--- config.mk ---
export PLATFORM = sky130hd
export DESIGN_NAME = two_axis_pid_servo_controller
export DESIGN_NICKNAME = d
export VERILOG_FILES = /design/src/sv/tapsc_pkg.sv /design/src/sv/tapsc_ctrl.sv /design/src/sv/tapsc_datapath.sv /design/src/sv/two_axis_pid_servo_controller.sv
export VERILOG_INCLUDE_DIRS = /design/src /design/src/sv
export SDC_FILE = /design/constraint.sdc
export NUM_CORES = 2
export LEC_CHECK = 0
export BUFFER_PORTS_ARGS = -buffer_cell sky130_fd_sc_hd__buf_2
export CORE_ASPECT_RATIO = 0.75
export CORE_UTILIZATION = 35
export CTS_BUF_LIST = sky130_fd_sc_hd__clkbuf_16
export DETAILED_ROUTE_END_ITERATION = 7
export GPL_TIMING_DRIVEN = 1
export HOLD_SLACK_MARGIN = 0.1
export SYNTH_ARGS = -nofsm -noshare
export SYNTH_HDL_FRONTEND = slang
export SYNTH_HIERARCHICAL = 1
export SYNTH_SLANG_ARGS = --single-unit
--- constraint.sdc ---
create_clock -name i_clk -period 12.7 [get_ports i_clk]
set_clock_uncertainty 0.15 [all_clocks]
set_input_delay 1.905 -clock i_clk [delete_from_list [all_inputs] [get_ports i_clk]]
set_output_delay 1.905 -clock i_clk [all_outputs]
set_load 0.05 [all_outputs]
--- src/sv/two_axis_pid_servo_controller_macros.svh ---
// Assertion helpers shared by the servo controller modules.
`ifndef TWO_AXIS_PID_SERVO_CONTROLLER_MACROS_SVH
`define TWO_AXIS_PID_SERVO_CONTROLLER_MACROS_SVH

// Same-cycle implication, disabled while reset is asserted.
`define ASSERT_IMPL(lbl, clk, rst_n, ante, cons, msg) \
    lbl: assert property (@(posedge clk) disable iff (!rst_n) (ante) |-> (cons)) \
        else $error(msg);

// Next-cycle implication, disabled while reset is asserted.
`define ASSERT_NEXT(lbl, clk, rst_n, ante, cons, msg) \
    lbl: assert property (@(posedge clk) disable iff (!rst_n) (ante) |=> (cons)) \
        else $error(msg);

`endif

--- src/sv/tapsc_pkg.sv ---
`timescale 1ns / 1ps

package tapsc_pkg;

    // Field widths.
    localparam int FRAME_BITS  = 13;
    localparam int COORD_BITS  = 12;
    localparam int TARGET_BITS = 16;
    localparam int FRAC_BITS   = 8;
    localparam int ERR_BITS    = 24;
    localparam int INTEG_BITS  = 40;

    // Stream word layout.
    localparam int FW_LSB     = 0;
    localparam int FH_LSB     = FW_LSB + FRAME_BITS;
    localparam int PX_LSB     = FH_LSB + FRAME_BITS;
    localparam int PY_LSB     = PX_LSB + COORD_BITS;
    localparam int TX_LSB     = PY_LSB + COORD_BITS;
    localparam int TY_LSB     = TX_LSB + TARGET_BITS;
    localparam int IN_USED_W  = TY_LSB + TARGET_BITS;
    localparam int IN_DATA_W  = ((IN_USED_W + 7) / 8) * 8;
    localparam int IN_USER_W  = 1;
    localparam int OUT_DATA_W = 2 * COORD_BITS;

    // Configuration port.
    localparam int CFG_ADDR_W = 3;
    localparam int CFG_DATA_W = 16;

    // Divider retires two quotient bits per step over a 32-bit dividend.
    localparam int DIV_STEPS = 16;
    // Wide operands are split into a signed upper part and this many low bits.
    localparam int MUL_SPLIT = 24;

    typedef enum logic [CFG_ADDR_W-1:0] {
        CFG_GAIN_P    = 3'd0,
        CFG_GAIN_I    = 3'd1,
        CFG_GAIN_D    = 3'd2,
        CFG_SERVO_LO  = 3'd3,
        CFG_SERVO_HI  = 3'd4,
        CFG_SERVO_CTR = 3'd5,
        CFG_STEP      = 3'd6,
        CFG_STEP_RCP  = 3'd7
    } t_cfg_idx;

    typedef struct packed {
        logic signed [15:0]     gain_p;
        logic signed [15:0]     gain_i;
        logic signed [15:0]     gain_d;
        logic [COORD_BITS-1:0]  servo_lo;
        logic [COORD_BITS-1:0]  servo_hi;
        logic [COORD_BITS-1:0]  servo_ctr;
        logic [15:0]            step;
        logic [15:0]            step_rcp;
    } t_cfg;

    localparam t_cfg CFG_RESET = '{
        gain_p:    16'sd256,
        gain_i:    16'sd256,
        gain_d:    16'sd256,
        servo_lo:  12'd0,
        servo_hi:  12'd4095,
        servo_ctr: 12'd2048,
        step:      16'd256,
        step_rcp:  16'd256
    };

    typedef enum logic [3:0] {
        ALU_NONE,
        ALU_LATCH,
        ALU_CLEAR,
        ALU_T_FIN,
        ALU_DIV_LOAD,
        ALU_DIV_STEP,
        ALU_P_FIN,
        ALU_ERR,
        ALU_EI_TRUNC,
        ALU_INTEG,
        ALU_DIFF,
        ALU_DER,
        ALU_SUM_TRUNC,
        ALU_SUM_CENTER,
        ALU_CLAMP
    } t_alu;

    typedef enum logic [3:0] {
        MUL_NONE,
        MUL_TGT,
        MUL_POS,
        MUL_EI,
        MUL_D,
        MUL_GP,
        MUL_GD_LO,
        MUL_GD_HI,
        MUL_GI_LO,
        MUL_GI_HI
    } t_mul;

    typedef enum logic [1:0] {
        ACC_HOLD,
        ACC_SET,
        ACC_ADD,
        ACC_ADD_HI
    } t_acc;

    typedef struct packed {
        t_alu alu;
        t_mul mul;
        t_acc acc;
        logic axis;
        logic load_out;
    } t_cmd;

endpackage

--- src/sv/tapsc_ctrl.sv ---
`timescale 1ns / 1ps
`include "two_axis_pid_servo_controller_macros.svh"

module tapsc_ctrl (
    input  logic            i_clk,
    input  logic            i_rst_n,
    input  logic            i_in_valid,
    input  logic            i_in_clear,
    output logic            o_in_ready,
    output logic            o_out_valid,
    input  logic            i_out_ready,
    output tapsc_pkg::t_cmd o_cmd
);
    import tapsc_pkg::*;

    typedef enum logic [4:0] {
        S_IDLE,
        S_CLEAR,
        S_TGT_MUL,
        S_TGT_FIN,
        S_POS_MUL,
        S_DIV_LOAD,
        S_DIV,
        S_POS_FIN,
        S_ERR,
        S_EI_MUL,
        S_EI_TRUNC,
        S_INTEG,
        S_DIFF,
        S_D_MUL,
        S_DER,
        S_SUM_P,
        S_SUM_DLO,
        S_SUM_DHI,
        S_SUM_ILO,
        S_SUM_IHI,
        S_SUM_LAST,
        S_SUM_TRUNC,
        S_SUM_CENTER,
        S_CLAMP,
        S_FINISH
    } t_state;

    localparam int CNT_W = $clog2(DIV_STEPS);

    t_state             r_state;
    logic               r_axis;
    logic [CNT_W-1:0]   r_cnt;
    logic               r_out_valid;
    t_cmd               cmd;

    // Command decode: the datapath acts on these at the next edge.
    always_comb begin
        cmd = '{alu: ALU_NONE, mul: MUL_NONE, acc: ACC_HOLD, axis: r_axis, load_out: 1'b0};
        case (r_state)
            S_IDLE:       cmd.alu = ALU_LATCH;
            S_CLEAR:      cmd.alu = ALU_CLEAR;
            S_TGT_MUL:    cmd.mul = MUL_TGT;
            S_TGT_FIN:    cmd.alu = ALU_T_FIN;
            S_POS_MUL:    cmd.mul = MUL_POS;
            S_DIV_LOAD:   cmd.alu = ALU_DIV_LOAD;
            S_DIV:        cmd.alu = ALU_DIV_STEP;
            S_POS_FIN:    cmd.alu = ALU_P_FIN;
            S_ERR:        cmd.alu = ALU_ERR;
            S_EI_MUL:     cmd.mul = MUL_EI;
            S_EI_TRUNC:   cmd.alu = ALU_EI_TRUNC;
            S_INTEG:      cmd.alu = ALU_INTEG;
            S_DIFF:       cmd.alu = ALU_DIFF;
            S_D_MUL:      cmd.mul = MUL_D;
            S_DER:        cmd.alu = ALU_DER;
            S_SUM_P:      cmd.mul = MUL_GP;
            S_SUM_DLO: begin
                cmd.mul = MUL_GD_LO;
                cmd.acc = ACC_SET;
            end
            S_SUM_DHI: begin
                cmd.mul = MUL_GD_HI;
                cmd.acc = ACC_ADD;
            end
            S_SUM_ILO: begin
                cmd.mul = MUL_GI_LO;
                cmd.acc = ACC_ADD_HI;
            end
            S_SUM_IHI: begin
                cmd.mul = MUL_GI_HI;
                cmd.acc = ACC_ADD;
            end
            S_SUM_LAST:   cmd.acc = ACC_ADD_HI;
            S_SUM_TRUNC:  cmd.alu = ALU_SUM_TRUNC;
            S_SUM_CENTER: cmd.alu = ALU_SUM_CENTER;
            S_CLAMP:      cmd.alu = ALU_CLAMP;
            S_FINISH:     cmd.load_out = !r_out_valid || i_out_ready;
            default:      cmd.alu = ALU_NONE;
        endcase
    end

    always_ff @(posedge i_clk) begin
        if (!i_rst_n) begin
            r_state     <= S_IDLE;
            r_axis      <= 1'b0;
            r_cnt       <= '0;
            r_out_valid <= 1'b0;
        end else begin
            if (cmd.load_out) begin
                r_out_valid <= 1'b1;
            end else if (i_out_ready) begin
                r_out_valid <= 1'b0;
            end

            case (r_state)
                S_IDLE: begin
                    if (i_in_valid) begin
                        r_axis  <= 1'b0;
                        r_state <= i_in_clear ? S_CLEAR : S_TGT_MUL;
                    end
                end
                S_CLEAR:      r_state <= S_FINISH;
                S_TGT_MUL:    r_state <= S_TGT_FIN;
                S_TGT_FIN:    r_state <= S_POS_MUL;
                S_POS_MUL:    r_state <= S_DIV_LOAD;
                S_DIV_LOAD:   r_state <= S_DIV;
                S_DIV: begin
                    if (r_cnt == CNT_W'(DIV_STEPS - 1)) begin
                        r_cnt   <= '0;
                        r_state <= S_POS_FIN;
                    end else begin
                        r_cnt <= r_cnt + 1'b1;
                    end
                end
                S_POS_FIN:    r_state <= S_ERR;
                S_ERR:        r_state <= S_EI_MUL;
                S_EI_MUL:     r_state <= S_EI_TRUNC;
                S_EI_TRUNC:   r_state <= S_INTEG;
                S_INTEG:      r_state <= S_DIFF;
                S_DIFF:       r_state <= S_D_MUL;
                S_D_MUL:      r_state <= S_DER;
                S_DER:        r_state <= S_SUM_P;
                S_SUM_P:      r_state <= S_SUM_DLO;
                S_SUM_DLO:    r_state <= S_SUM_DHI;
                S_SUM_DHI:    r_state <= S_SUM_ILO;
                S_SUM_ILO:    r_state <= S_SUM_IHI;
                S_SUM_IHI:    r_state <= S_SUM_LAST;
                S_SUM_LAST:   r_state <= S_SUM_TRUNC;
                S_SUM_TRUNC:  r_state <= S_SUM_CENTER;
                S_SUM_CENTER: r_state <= S_CLAMP;
                S_CLAMP: begin
                    if (!r_axis) begin
                        r_axis  <= 1'b1;
                        r_state <= S_TGT_MUL;
                    end else begin
                        r_state <= S_FINISH;
                    end
                end
                S_FINISH: begin
                    if (cmd.load_out) begin
                        r_state <= S_IDLE;
                    end
                end
                default:      r_state <= S_IDLE;
            endcase
        end
    end

    assign o_in_ready  = (r_state == S_IDLE);
    assign o_out_valid = r_out_valid;
    assign o_cmd       = cmd;

    `ASSERT_NEXT(a_accept_starts, i_clk, i_rst_n, i_in_valid && o_in_ready, r_state != S_IDLE, "accepted word did not start work")
    `ASSERT_IMPL(a_cnt_only_div, i_clk, i_rst_n, r_cnt != '0, r_state == S_DIV, "divide counter running outside division")
    `ASSERT_IMPL(a_load_when_free, i_clk, i_rst_n, cmd.load_out, !r_out_valid || i_out_ready, "result overwritten before taken")

endmodule

--- src/sv/tapsc_datapath.sv ---
`timescale 1ns / 1ps
`include "two_axis_pid_servo_controller_macros.svh"

module tapsc_datapath (
    input  logic                             i_clk,
    input  logic                             i_rst_n,
    input  tapsc_pkg::t_cmd                  i_cmd,
    input  tapsc_pkg::t_cfg                  i_cfg,
    input  logic [tapsc_pkg::IN_DATA_W-1:0]  i_in_data,
    output logic [tapsc_pkg::OUT_DATA_W-1:0] o_out_data
);
    import tapsc_pkg::*;

    localparam int PROD_W = 43;
    localparam int ACC_W  = 58;
    localparam int SUM_W  = 50;
    localparam int DVD_W  = 32;
    localparam int SVU_W  = COORD_BITS + FRAC_BITS + 1;

    localparam logic signed [35:0] ERR_MAX = 36'((64'sd1 <<< (ERR_BITS - 1)) - 64'sd1);
    localparam logic signed [35:0] ERR_MIN = -ERR_MAX - 36'sd1;
    localparam logic signed [INTEG_BITS:0] INT_MAX =
        (INTEG_BITS + 1)'((64'sd1 <<< (INTEG_BITS - 1)) - 64'sd1);
    localparam logic signed [INTEG_BITS:0] INT_MIN = -INT_MAX - (INTEG_BITS + 1)'(1);

    // Division by 2**k rounding toward zero.
    function automatic logic signed [PROD_W-1:0] f_trunc_prod(
        input logic signed [PROD_W-1:0] v, input int unsigned k);
        logic signed [PROD_W-1:0] bias;
        bias = v[PROD_W-1] ? ((PROD_W'(1) <<< k) - PROD_W'(1)) : '0;
        return (v + bias) >>> k;
    endfunction

    function automatic logic signed [ACC_W-1:0] f_trunc_acc(
        input logic signed [ACC_W-1:0] v, input int unsigned k);
        logic signed [ACC_W-1:0] bias;
        bias = v[ACC_W-1] ? ((ACC_W'(1) <<< k) - ACC_W'(1)) : '0;
        return (v + bias) >>> k;
    endfunction

    // Latched input word.
    logic [FRAME_BITS-1:0]         r_fw, r_fh;
    logic [COORD_BITS-1:0]         r_px, r_py;
    logic signed [TARGET_BITS-1:0] r_tx, r_ty;

    // Working registers.
    logic signed [PROD_W-1:0]      r_prod;
    logic signed [ACC_W-1:0]       r_acc;
    logic [DVD_W-1:0]              r_dvd;
    logic [FRAME_BITS-1:0]         r_rem, r_dvs;
    logic                          r_neg;
    logic signed [25:0]            r_t;
    logic signed [34:0]            r_p;
    logic signed [ERR_BITS-1:0]    r_err;
    logic signed [33:0]            r_q;
    logic signed [32:0]            r_der;
    logic signed [SUM_W-1:0]       r_s;
    logic [COORD_BITS-1:0]         r_drive_x, r_drive_y;
    logic [COORD_BITS-1:0]         r_out_x, r_out_y;

    // Controller state that reset clears.
    logic signed [INTEG_BITS-1:0]  r_integ_x, r_integ_y;
    logic signed [ERR_BITS-1:0]    r_last_x, r_last_y;

    // Axis selection.
    logic [FRAME_BITS-1:0]         fsel;
    logic [COORD_BITS-1:0]         psel;
    logic signed [TARGET_BITS-1:0] tsel;
    logic signed [INTEG_BITS-1:0]  integ_sel;
    logic signed [ERR_BITS-1:0]    last_sel;

    assign fsel      = i_cmd.axis ? r_fh      : r_fw;
    assign psel      = i_cmd.axis ? r_py      : r_px;
    assign tsel      = i_cmd.axis ? r_ty      : r_tx;
    assign integ_sel = i_cmd.axis ? r_integ_y : r_integ_x;
    assign last_sel  = i_cmd.axis ? r_last_y  : r_last_x;

    // Servo limits in fixed point and the mapping span.
    logic signed [SVU_W-1:0]      lo_fx, hi_fx, ctr_fx;
    logic signed [COORD_BITS:0]   span;

    assign lo_fx  = $signed({1'b0, i_cfg.servo_lo,  {FRAC_BITS{1'b0}}});
    assign hi_fx  = $signed({1'b0, i_cfg.servo_hi,  {FRAC_BITS{1'b0}}});
    assign ctr_fx = $signed({1'b0, i_cfg.servo_ctr, {FRAC_BITS{1'b0}}});
    assign span   = $signed({1'b0, i_cfg.servo_hi}) - $signed({1'b0, i_cfg.servo_lo});

    // Shared multiplier: one product per cycle, registered.
    logic signed [16:0]       mul_a;
    logic signed [25:0]       mul_b;
    logic signed [PROD_W-1:0] mul_p;

    always_comb begin
        mul_a = '0;
        mul_b = '0;
        case (i_cmd.mul)
            MUL_TGT: begin
                mul_a = 17'(tsel) + 17'sd16384;
                mul_b = 26'(span);
            end
            MUL_POS: begin
                mul_a = $signed({5'b0, psel});
                mul_b = 26'(span);
            end
            MUL_EI: begin
                mul_a = $signed({1'b0, i_cfg.step});
                mul_b = 26'(r_err);
            end
            MUL_D: begin
                mul_a = $signed({1'b0, i_cfg.step_rcp});
                mul_b = 26'(r_q);
            end
            MUL_GP: begin
                mul_a = 17'(i_cfg.gain_p);
                mul_b = 26'(r_err);
            end
            MUL_GD_LO: begin
                mul_a = 17'(i_cfg.gain_d);
                mul_b = $signed({2'b0, r_der[MUL_SPLIT-1:0]});
            end
            MUL_GD_HI: begin
                mul_a = 17'(i_cfg.gain_d);
                mul_b = 26'($signed(r_der[32:MUL_SPLIT]));
            end
            MUL_GI_LO: begin
                mul_a = 17'(i_cfg.gain_i);
                mul_b = $signed({2'b0, integ_sel[MUL_SPLIT-1:0]});
            end
            MUL_GI_HI: begin
                mul_a = 17'(i_cfg.gain_i);
                mul_b = 26'($signed(integ_sel[INTEG_BITS-1:MUL_SPLIT]));
            end
            default: begin
                mul_a = '0;
                mul_b = '0;
            end
        endcase
    end

    assign mul_p = PROD_W'(mul_a) * PROD_W'(mul_b);

    // Divider: two restoring steps per cycle.
    logic [FRAME_BITS:0]   rem_a, rem_b;
    logic                  ge_a, ge_b;
    logic [FRAME_BITS-1:0] rem_a2, rem_b2;
    logic [PROD_W-1:0]     prod_mag;

    assign rem_a    = {r_rem, r_dvd[DVD_W-1]};
    assign ge_a     = rem_a >= {1'b0, r_dvs};
    assign rem_a2   = ge_a ? FRAME_BITS'(rem_a - {1'b0, r_dvs}) : FRAME_BITS'(rem_a);
    assign rem_b    = {rem_a2, r_dvd[DVD_W-2]};
    assign ge_b     = rem_b >= {1'b0, r_dvs};
    assign rem_b2   = ge_b ? FRAME_BITS'(rem_b - {1'b0, r_dvs}) : FRAME_BITS'(rem_b);
    assign prod_mag = r_prod[PROD_W-1] ? PROD_W'(-r_prod) : PROD_W'(r_prod);

    // Error, integral and clamp helpers.
    logic signed [35:0]           err_diff;
    logic signed [INTEG_BITS:0]   integ_sum;
    logic signed [34:0]           quot_s;
    logic signed [SUM_W-1:0]      lo_s, hi_s, clamp_v;

    assign err_diff  = 36'(r_t) - 36'(r_p);
    assign integ_sum = (INTEG_BITS + 1)'(integ_sel) + (INTEG_BITS + 1)'(r_q);
    assign quot_s    = $signed({3'b0, r_dvd});
    assign lo_s      = SUM_W'(lo_fx);
    assign hi_s      = SUM_W'(hi_fx);

    // Raise to the low limit, then lower to the high limit.
    always_comb begin
        if (r_s < lo_s) begin
            clamp_v = (lo_s > hi_s) ? hi_s : lo_s;
        end else if (r_s > hi_s) begin
            clamp_v = hi_s;
        end else begin
            clamp_v = r_s;
        end
    end

    logic signed [INTEG_BITS-1:0] integ_next;
    assign integ_next = (integ_sum > INT_MAX) ? INTEG_BITS'(INT_MAX) :
                        (integ_sum < INT_MIN) ? INTEG_BITS'(INT_MIN) :
                        INTEG_BITS'(integ_sum);

    always_ff @(posedge i_clk) begin
        if (!i_rst_n) begin
            r_integ_x <= '0;
            r_integ_y <= '0;
            r_last_x  <= '0;
            r_last_y  <= '0;
        end else begin
            case (i_cmd.alu)
                ALU_CLEAR: begin
                    r_integ_x <= '0;
                    r_integ_y <= '0;
                    r_last_x  <= '0;
                    r_last_y  <= '0;
                end
                ALU_INTEG: begin
                    if (i_cmd.axis) begin
                        r_integ_y <= integ_next;
                    end else begin
                        r_integ_x <= integ_next;
                    end
                end
                ALU_DER: begin
                    if (i_cmd.axis) begin
                        r_last_y <= r_err;
                    end else begin
                        r_last_x <= r_err;
                    end
                end
                default: begin
                end
            endcase
        end
    end

    always_ff @(posedge i_clk) begin
        r_prod <= mul_p;

        case (i_cmd.acc)
            ACC_SET:    r_acc <= ACC_W'(r_prod);
            ACC_ADD:    r_acc <= r_acc + ACC_W'(r_prod);
            ACC_ADD_HI: r_acc <= r_acc + (ACC_W'(r_prod) <<< MUL_SPLIT);
            default:    r_acc <= r_acc;
        endcase

        if (i_cmd.load_out) begin
            r_out_x <= r_drive_x;
            r_out_y <= r_drive_y;
        end

        case (i_cmd.alu)
            ALU_LATCH: begin
                r_fw <= i_in_data[FW_LSB +: FRAME_BITS];
                r_fh <= i_in_data[FH_LSB +: FRAME_BITS];
                r_px <= i_in_data[PX_LSB +: COORD_BITS];
                r_py <= i_in_data[PY_LSB +: COORD_BITS];
                r_tx <= $signed(i_in_data[TX_LSB +: TARGET_BITS]);
                r_ty <= $signed(i_in_data[TY_LSB +: TARGET_BITS]);
            end
            ALU_CLEAR: begin
                r_drive_x <= i_cfg.servo_ctr;
                r_drive_y <= i_cfg.servo_ctr;
            end
            ALU_T_FIN: begin
                r_t <= 26'(f_trunc_prod(r_prod, 7) + PROD_W'(lo_fx));
            end
            ALU_DIV_LOAD: begin
                r_dvd <= {prod_mag[DVD_W-FRAC_BITS-1:0], {FRAC_BITS{1'b0}}};
                r_neg <= r_prod[PROD_W-1];
                r_rem <= '0;
                r_dvs <= (fsel == '0) ? FRAME_BITS'(1) : fsel;
            end
            ALU_DIV_STEP: begin
                r_rem <= rem_b2;
                r_dvd <= {r_dvd[DVD_W-3:0], ge_a, ge_b};
            end
            ALU_P_FIN: begin
                r_p <= r_neg ? (35'(lo_fx) - quot_s) : (35'(lo_fx) + quot_s);
            end
            ALU_ERR: begin
                r_err <= (err_diff > ERR_MAX) ? ERR_BITS'(ERR_MAX) :
                         (err_diff < ERR_MIN) ? ERR_BITS'(ERR_MIN) :
                         ERR_BITS'(err_diff);
            end
            ALU_EI_TRUNC: r_q <= 34'(f_trunc_prod(r_prod, FRAC_BITS));
            ALU_DIFF:     r_q <= 34'(r_err) - 34'(last_sel);
            ALU_DER:      r_der <= 33'(f_trunc_prod(r_prod, FRAC_BITS));
            ALU_SUM_TRUNC: r_s <= SUM_W'(f_trunc_acc(r_acc, FRAC_BITS));
            ALU_SUM_CENTER: r_s <= r_s + SUM_W'(ctr_fx);
            ALU_CLAMP: begin
                if (i_cmd.axis) begin
                    r_drive_y <= clamp_v[FRAC_BITS +: COORD_BITS];
                end else begin
                    r_drive_x <= clamp_v[FRAC_BITS +: COORD_BITS];
                end
            end
            default: begin
            end
        endcase
    end

    assign o_out_data = {r_out_y, r_out_x};

    `ASSERT_IMPL(a_rem_below_divisor, i_clk, i_rst_n, i_cmd.alu == ALU_DIV_STEP, r_rem < r_dvs, "division remainder reached divisor")

endmodule

--- src/sv/two_axis_pid_servo_controller.sv ---
`timescale 1ns / 1ps

// Two-axis PID servo controller.
// Input stream: one word per camera frame. tuser[0] is the command (0 update,
// 1 clear). tdata carries frame size, measured pixel position and target.
// Output stream: one word per input word with the X and Y servo commands.
// Configuration: gains, servo limits, center and step time are written on the
// cfg port while the block is idle; each write takes effect at once.
// Schedule: an update word runs both axes in turn on one shared multiplier,
// one accumulator and a divider that retires two quotient bits per cycle.
// Each axis includes the pixel scaling divide. A new word is accepted only
// once the previous one has been loaded into the output register. A clear
// word goes straight from the clear state to the finish state.
// The output word sits in its own register; if the receiver stalls, the
// next word is still computed and waits in the finish state until the
// output register is free. Reset restores the default configuration and
// zeroes both integrals and both stored errors.

module two_axis_pid_servo_controller (
    input  logic                                  i_clk,
    input  logic                                  i_rst_n,
    // Input words.
    input  logic                                  i_s_axis_tvalid,
    output logic                                  o_s_axis_tready,
    // From bit 0: frame_width[13], frame_height[13], pos_x[12], pos_y[12],
    // target_x[16], target_y[16], then zero fill.
    input  logic [tapsc_pkg::IN_DATA_W-1:0]       i_s_axis_tdata,
    // command[1]: 0 update, 1 clear.
    input  logic [tapsc_pkg::IN_USER_W-1:0]       i_s_axis_tuser,
    // Output words.
    output logic                                  o_m_axis_tvalid,
    input  logic                                  i_m_axis_tready,
    // From bit 0: drive_x[12], drive_y[12].
    output logic [tapsc_pkg::OUT_DATA_W-1:0]      o_m_axis_tdata,
    // Configuration writes.
    input  logic                                  i_cfg_wen,
    input  logic [tapsc_pkg::CFG_ADDR_W-1:0]      i_cfg_addr,
    input  logic [tapsc_pkg::CFG_DATA_W-1:0]      i_cfg_wdata
);
    import tapsc_pkg::*;

    t_cfg r_cfg;
    t_cmd cmd;

    // Configuration register file; servo values keep the low bits only.
    always_ff @(posedge i_clk) begin
        if (!i_rst_n) begin
            r_cfg <= CFG_RESET;
        end else if (i_cfg_wen) begin
            case (t_cfg_idx'(i_cfg_addr))
                CFG_GAIN_P:    r_cfg.gain_p    <= $signed(i_cfg_wdata);
                CFG_GAIN_I:    r_cfg.gain_i    <= $signed(i_cfg_wdata);
                CFG_GAIN_D:    r_cfg.gain_d    <= $signed(i_cfg_wdata);
                CFG_SERVO_LO:  r_cfg.servo_lo  <= i_cfg_wdata[COORD_BITS-1:0];
                CFG_SERVO_HI:  r_cfg.servo_hi  <= i_cfg_wdata[COORD_BITS-1:0];
                CFG_SERVO_CTR: r_cfg.servo_ctr <= i_cfg_wdata[COORD_BITS-1:0];
                CFG_STEP:      r_cfg.step      <= i_cfg_wdata;
                CFG_STEP_RCP:  r_cfg.step_rcp  <= i_cfg_wdata;
                default:       r_cfg <= r_cfg;
            endcase
        end
    end

    tapsc_ctrl u_ctrl (
        .i_clk       (i_clk),
        .i_rst_n     (i_rst_n),
        .i_in_valid  (i_s_axis_tvalid),
        .i_in_clear  (i_s_axis_tuser[0]),
        .o_in_ready  (o_s_axis_tready),
        .o_out_valid (o_m_axis_tvalid),
        .i_out_ready (i_m_axis_tready),
        .o_cmd       (cmd)
    );

    tapsc_datapath u_datapath (
        .i_clk      (i_clk),
        .i_rst_n    (i_rst_n),
        .i_cmd      (cmd),
        .i_cfg      (r_cfg),
        .i_in_data  (i_s_axis_tdata),
        .o_out_data (o_m_axis_tdata)
    );

endmodule
After elaboration in Yosys (flattened, before gate mapping)
Index checks and enable logic that the tools add are counted.
{"block": "op_classes", "addsub": 18, "order_cmp": 9, "reduce_logical": 36, "n_mul": 1, "muxes": 52, "n_eq_ne": 67}
{"op": "two-way mux 40 bit", "n": 5}
{"op": "one-hot mux 26 bit (7 select lines)", "n": 1}
{"op": "one-hot mux 58 bit (3 select lines)", "n": 1}
{"op": "one-hot mux 40 bit (2 select lines)", "n": 2}
{"op": "one-hot mux 5 bit (25 select lines)", "n": 1}
{"op": "two-way mux 24 bit", "n": 5}
{"op": "one-hot mux 17 bit (7 select lines)", "n": 1}
{"op": "adder 58 bit", "n": 2}
{"op": "one-hot mux 50 bit (2 select lines)", "n": 1}
{"op": "one-hot mux 24 bit (2 select lines)", "n": 2}
{"op": "one-hot mux 34 bit (2 select lines)", "n": 1}
{"op": "one-hot mux 32 bit (2 select lines)", "n": 1}
{"op": "two-way mux 20 bit", "n": 3}
{"op": "adder 58 x 43 -> 58 bit", "n": 1}
{"op": "one-hot mux 4 bit (14 select lines)", "n": 1}
{"op": "adder 50 x 21 -> 50 bit", "n": 1}
{"op": "> comparator 50 x 21 -> 1 bit", "n": 1}
{"op": "< comparator 50 x 21 -> 1 bit", "n": 1}
{"op": "one-hot mux 12 bit (2 select lines)", "n": 2}
{"op": "equality test 5 bit, second input constant", "n": 9}
{"op": "multiplier 17 x 26 -> 43 bit", "n": 1}
{"op": "adder 42 x 9 -> 42 bit", "n": 1}
{"op": "adder 40 x 34 -> 41 bit", "n": 1}
{"op": "> comparator 41 x 40 -> 1 bit, second input constant", "n": 1}
{"op": "other kinds (55)", "n": 137}
{"block": "word_totals", "ff_bits": 747, "input_bits": 113}

Logic depth before layout (Yosys ltp)
{"block": "logic_depth", "ltp_word": 7, "mapped_depth": 40, "ltp_nobuf": 38}

Cells and area by module
The synthesis kept the hierarchy.
{"module": "tapsc_datapath", "n_inst": 1, "seq_area_each_um2": 16876.2, "cells_each": 6347, "area_each_um2": 58066.9}
{"module": "two_axis_pid_servo_controller", "n_inst": 1, "seq_area_each_um2": 2322.2, "cells_each": 412, "area_each_um2": 4310.4}
{"module": "tapsc_ctrl", "n_inst": 1, "seq_area_each_um2": 220.2, "cells_each": 123, "area_each_um2": 907.1}

Worst setup path before layout
Ideal clock, no wire load.
{"block": "synth_path", "path_kind": "register to register", "from": "register u_ctrl.r_axis", "to": "register u_datapath.r_prod[42]", "path_stages_with_launch": 34, "n_path_buf": 9, "t_arrival_ns": 9.285, "slack_ns": 3.193, "period_less_slack_ns": 9.507, "path_cell_list": "dfxtp_1 -> buf_4 -> clkbuf_1 -> buf_1 -> buf_1 -> buf_2 -> clkbuf_1 -> clkbuf_1 -> mux2_2 -> ha_1 -> o2111a_1 -> clkbuf_1 -> nor2_1 -> fa_1 -> fa_1 -> fa_1 -> fa_1 -> fa_1 -> inv_1 -> fa_1 -> inv_1 -> ha_1 -> clkbuf_1 -> a21o_1 -> a21oi_1 -> o211ai_1 -> or3b_1 -> o221a_2 -> o311ai_1 -> a21oi_1 -> nor3_1 -> o41ai_1 -> a21oi_1 -> xnor2_1"}
{"block": "synth_via", "elab_chain_cells": 4, "word_cells_on_any_way": 7}
{"item": "start: declaration", "line": "tapsc_ctrl.sv:47", "source": "logic r_axis;"}
{"item": "start signal: assignment", "line": "tapsc_ctrl.sv:100", "source": "r_axis <= 1'b0;"}
{"item": "start signal: assignment", "line": "tapsc_ctrl.sv:113", "source": "r_axis <= 1'b0;"}
{"item": "start signal: assignment", "line": "tapsc_ctrl.sv:148", "source": "r_axis <= 1'b1;"}
{"item": "two-way mux 16 bit", "line": "tapsc_datapath.sv:74", "source": "assign tsel = i_cmd.axis ? r_ty : r_tx;"}
{"item": "adder 16 x 16 -> 17 bit", "line": "tapsc_datapath.sv:97", "source": "mul_a = 17'(tsel) + 17'sd16384;"}
{"item": "one-hot mux 17 bit (7 select lines)", "line": "tapsc_datapath.sv:95", "source": "case (i_cmd.mul)"}
{"item": "multiplier 17 x 26 -> 43 bit *", "line": "tapsc_datapath.sv:139", "source": "assign mul_p = PROD_W'(mul_a) * PROD_W'(mul_b);"}
{"item": "named net u_datapath.mul_p[42]", "line": "tapsc_datapath.sv:90", "source": "logic signed [PROD_W-1:0] mul_p;"}
{"item": "end signal: assignment", "line": "tapsc_datapath.sv:218", "source": "r_prod <= mul_p;"}
{"item": "end: declaration", "line": "tapsc_datapath.sv:47", "source": "logic signed [PROD_W-1:0] r_prod;"}
Mark *: on every way through the listed nets, which the timed path passes. The rest lies on a longest branch.
A chain may end at the register's enable or synchronous reset.

==> flow_summary.yaml <==
run_status:
  status: "finished clean"
critical_path:
  critPathArrivalTime_ns: 11.79
  crit-reg2reg-launch: "u_ctrl/r_state[2]$_SDFFE_PN0P_"
  crit_path_end: "u_datapath/r_prod[42]$_DFF_P_"
  worstSetupStartpoint: "u_ctrl/r_state[2]$_SDFFE_PN0P_"
  cp.required_ns: 13.16
  cp_slowest_cell: "dfxtp_1"
  reg2reg_slack_ns: 1.37
  critPathKind: "register to register"
  startpoint_type: "register"
  cpPeakStageDelay_ns: 0.76
  path_common_cell: "fa_1"
  r2r_cells: 33
  r2r_end: "u_datapath/r_prod[42]$_DFF_P_"
  cp-end-kind: "register"
  path_max_fanout: 22
clock_tree:
  root_buffer: "clkbuf_16"
  insertion_delay_ns: 0.72
  cts_resized: 0
  cts.clk_slew.worst_paths_ns: 0.07
  cts_tree: "built"
  post_cts_buffers: 0
  clock_tree.buffer_depth: 3
  cts_buffers: 85
  clock-sinks: 746
  cts-htree-levels: 3
  cts_hold_buffers: 0
sta:
  tightestPinTransition_ns: 1.186
  fmax_ghz: 0.08828
  relSlewSlack: 0.2095
  period_minus_slack_ns: 11.33
  setup-violations-final: 0
  final-max-slew-violation-count: 0
  setup_tns_ns: 0
  period_share: 0.8919
  hold_viol: 0
  whs_ns: 0.2636
  rsz0062_at_grt: "no"
logic_synthesis:
  synthDominantCellAreaShare: 0.2126
  synth_xor_area_frac: 0.06145
  avgSynthCellArea_um2: 9.196
  ys_seq_area_frac: 0.3068
  synthSimpleGateAreaFrac: 0.1530
  synth-async-reset-ratio: 0
  ys_ff_latch: 746
  muxShareOfSynthArea: 0.04271
  synthesis.nets: 7870
  synth_top_family_by_area: "adder cells"
  synthTopCellsByArea: "edfxtp_1 (21%), fa_1 (14%), dfxtp_1 (9.4%), ha_1 (8.6%), nand2_1 (4.7%)"
  synthAdderAreaFrac: 0.2254
  synth_ff_type: "edfxtp_1"
  netlist_instances: 6882
  yosysTopAreaCell: "edfxtp_1"
  synth_compound_area_frac: 0.1505
  netlist_area_mm2: 0.06328
  synth_edf_count: 448
  yosysWarnings: 6
  synth_cell_types: 108
final_layout:
  n_fill_cell: 17870
  layout-drive-gt1-share: 0.07977
  areaGrowthSynthToFinish_pct: 9.967
  fin_nets: 7885
global_route:
  grt.total_usage: 0.2338
  grt_pass1_vias: 49940
  antenna_found_initial: 9
  grt_pass1_wl_um: 322000
  grt.overflow.total: 0
  grt_max_degree: 214
min_path:
  hold_depth: 0
  hp-class: "register to register"
die:
  die-area_mm2: 0.1825
  initial_utilization: 0.3541
  die_height_um: 370.3
  dieWidth_um: 493
  io_pins: 139
  fp-row-count: 134
  fp.coreArea_mm2: 0.1787
drt:
  wl_per_cell_um: 23.09
  drt_iter0_drc: 5717
  drc: 0
  totalWireLength_um: 216000
  vias: 52270
  ant_nets: 0
  first_pass_iters: 8
  via_per_inst: 5.588
placed_design:
  numPortBuffers: 132
  place.gp.congestion: 0.9481
  dp_hpwl_um: 166900
run:
  cap_violations: 0
power_and_ir_drop:
  ir_worst_vdd_mv: 0.1629
  leakage_nw: 29.55
  cellPowerDensity_mw_per_mm2: 231.3
## worst min-delay path by stage
stage,startpoint,end,slack [ns]
after global placement,u_datapath/r_drive_x[9]$_DFFE_PP_,u_datapath/r_out_x[9]$_DFFE_PP_,0.25
after global routing,u_datapath/r_drive_y[3]$_DFFE_PP_,u_datapath/r_out_y[3]$_DFFE_PP_,0.28
after detailed placement,u_datapath/r_drive_x[1]$_DFFE_PP_,u_datapath/r_out_x[1]$_DFFE_PP_,0.25
after floorplan,u_datapath/r_drive_x[0]$_DFFE_PP_,u_datapath/r_out_x[0]$_DFFE_PP_,0.25
after CTS,u_datapath/r_drive_y[8]$_DFFE_PP_,u_datapath/r_out_y[8]$_DFFE_PP_,0.27
final,u_datapath/r_drive_y[8]$_DFFE_PP_,u_datapath/r_out_y[8]$_DFFE_PP_,0.26
## cell families (layout without fill, tap and decap cells)
group                    count (synthesis)  in the layout
AO/OA/AOI/OAI                         1480           1480
XOR/XNOR                               444            444
adder cells (fa/ha/maj)                875            875
buffers and inverters                  986           1074
flip-flops                             746            746
multiplexers                           260            260
other                                    0              4
AND/OR/NAND/NOR                       2091           2091
## where the power goes
| group | internal, mW | leakage [nW] | switching (mW) |
|---|---|---|---|
| clock network | 1.41 | 1.41 | 1.12 |
| logic | 3.27 | 21.6 | 6.57 |
| registers | 3.38 | 6.57 | 0.355 |
## cells in the final DEF, fill, tap and decap left out, types with 35 or more instances in the layout
cell / count
o211ai_1: 35
o21bai_1: 42
fa_1: 442
a21o_1: 137
and3_1: 72
mux2_2: 80
a21oi_1: 400
nor3_1: 68
a31oi_1: 40
dfxtp_1: 296
inv_1: 675
edfxtp_1: 448
ha_1: 432
buf_2: 131
and2_1: 37
nor2_1: 526
xnor2_1: 277
xor2_1: 167
nand4_1: 71
nand3_1: 194
a211oi_1: 43
nand2_1: 787
a21boi_0: 62
buf_4: 115
nand2b_1: 68
a22oi_1: 53
mux2i_1: 180
nor2b_1: 88
clkbuf_16: 86
o21ai_0: 338
o21a_1: 45
## layout make-up
cell class | instances | area, µm² | area share
Multi-Input combinational cell | 5150 | 40310 | 0.5792
Sequential cell | 746 | 19420 | 0.2791
Tap cell | 2380 | 2978 | 0.04279
Inverter | 666 | 2500 | 0.03592
Clock buffer | 86 | 2152 | 0.03092
Timing Repair Buffer | 248 | 1550 | 0.02228
Clock inverter | 74 | 671.9 | 0.009655
Antenna cell | 4 | 10.01 | 0.0001438
## sequential cells by signal, summed over array words and instances, names as in the netlist, 26 cells and up
register              cells
u_datapath/r_integ_x     40
r_cfg                   116
u_datapath/r_t           26
u_datapath/r_dvd         32
u_datapath/r_der         33
u_datapath/r_prod        43
u_datapath/r_s           50
u_datapath/r_p           34
u_datapath/r_integ_y     40
u_datapath/r_acc         58
u_datapath/r_q           34
## synth_stat cells, drive strengths merged, types with 15 or more instances
cell,n
a211oi,44
a21boi,62
a21o,137
a21oi,405
a221oi,26
a222oi,21
a22oi,53
a31oi,40
and2,41
and3,73
buf,55
clkbuf,265
dfxtp,298
edfxtp,448
fa,442
ha,433
inv,662
mux2,80
mux2i,180
nand2,787
nand2b,68
nand3,194
nand3b,15
nand4,72
nor2,538
nor2b,89
nor3,72
nor4,24
o211ai,36
o21a,45
o21ai,364
o21bai,42
o22ai,21
o31ai,29
or2,20
or3,31
xnor2,277
xor2,167
## worst max-delay path, delay by kind of cell, from the launching register on
family / cells / cell delay [ns]
XOR/XNOR: 1 / 0.15
buffers and inverters: 5 / 0.64
AND/OR/NAND/NOR: 10 / 3.68
adder cells (fa/ha/maj): 7 / 3.58
flip-flops: 1 / 0.76
AO/OA/AOI/OAI: 10 / 2.23
## stage by stage
step,power (mW),util,instance area (µm²),setup slack (ns),instances
finish,16.10,0.3894,69590,1.373,9354
CTS,15.94,0.3893,69580,1.552,9350
detailed placement,13.27,0.3735,66760,1.636,9190
global placement,13.20,0.3735,66760,1.734,9190
global route,17.16,0.3893,69590,0.7573,9352
floorplan,10.06,-,63280,3.193,6882
## layer usage
metal	routed length, µm	up-vias	global-route usage	part of all wire
li1	-	23890	-	-
met1	99820	25720	0.3470	0.46
met4	8751	0	0.08820	0.041
met5	0	-	0	0
met3	20510	333	0.05130	0.095
met2	86940	2330	0.3262	0.40
Power figures use the tool's default switching activity.
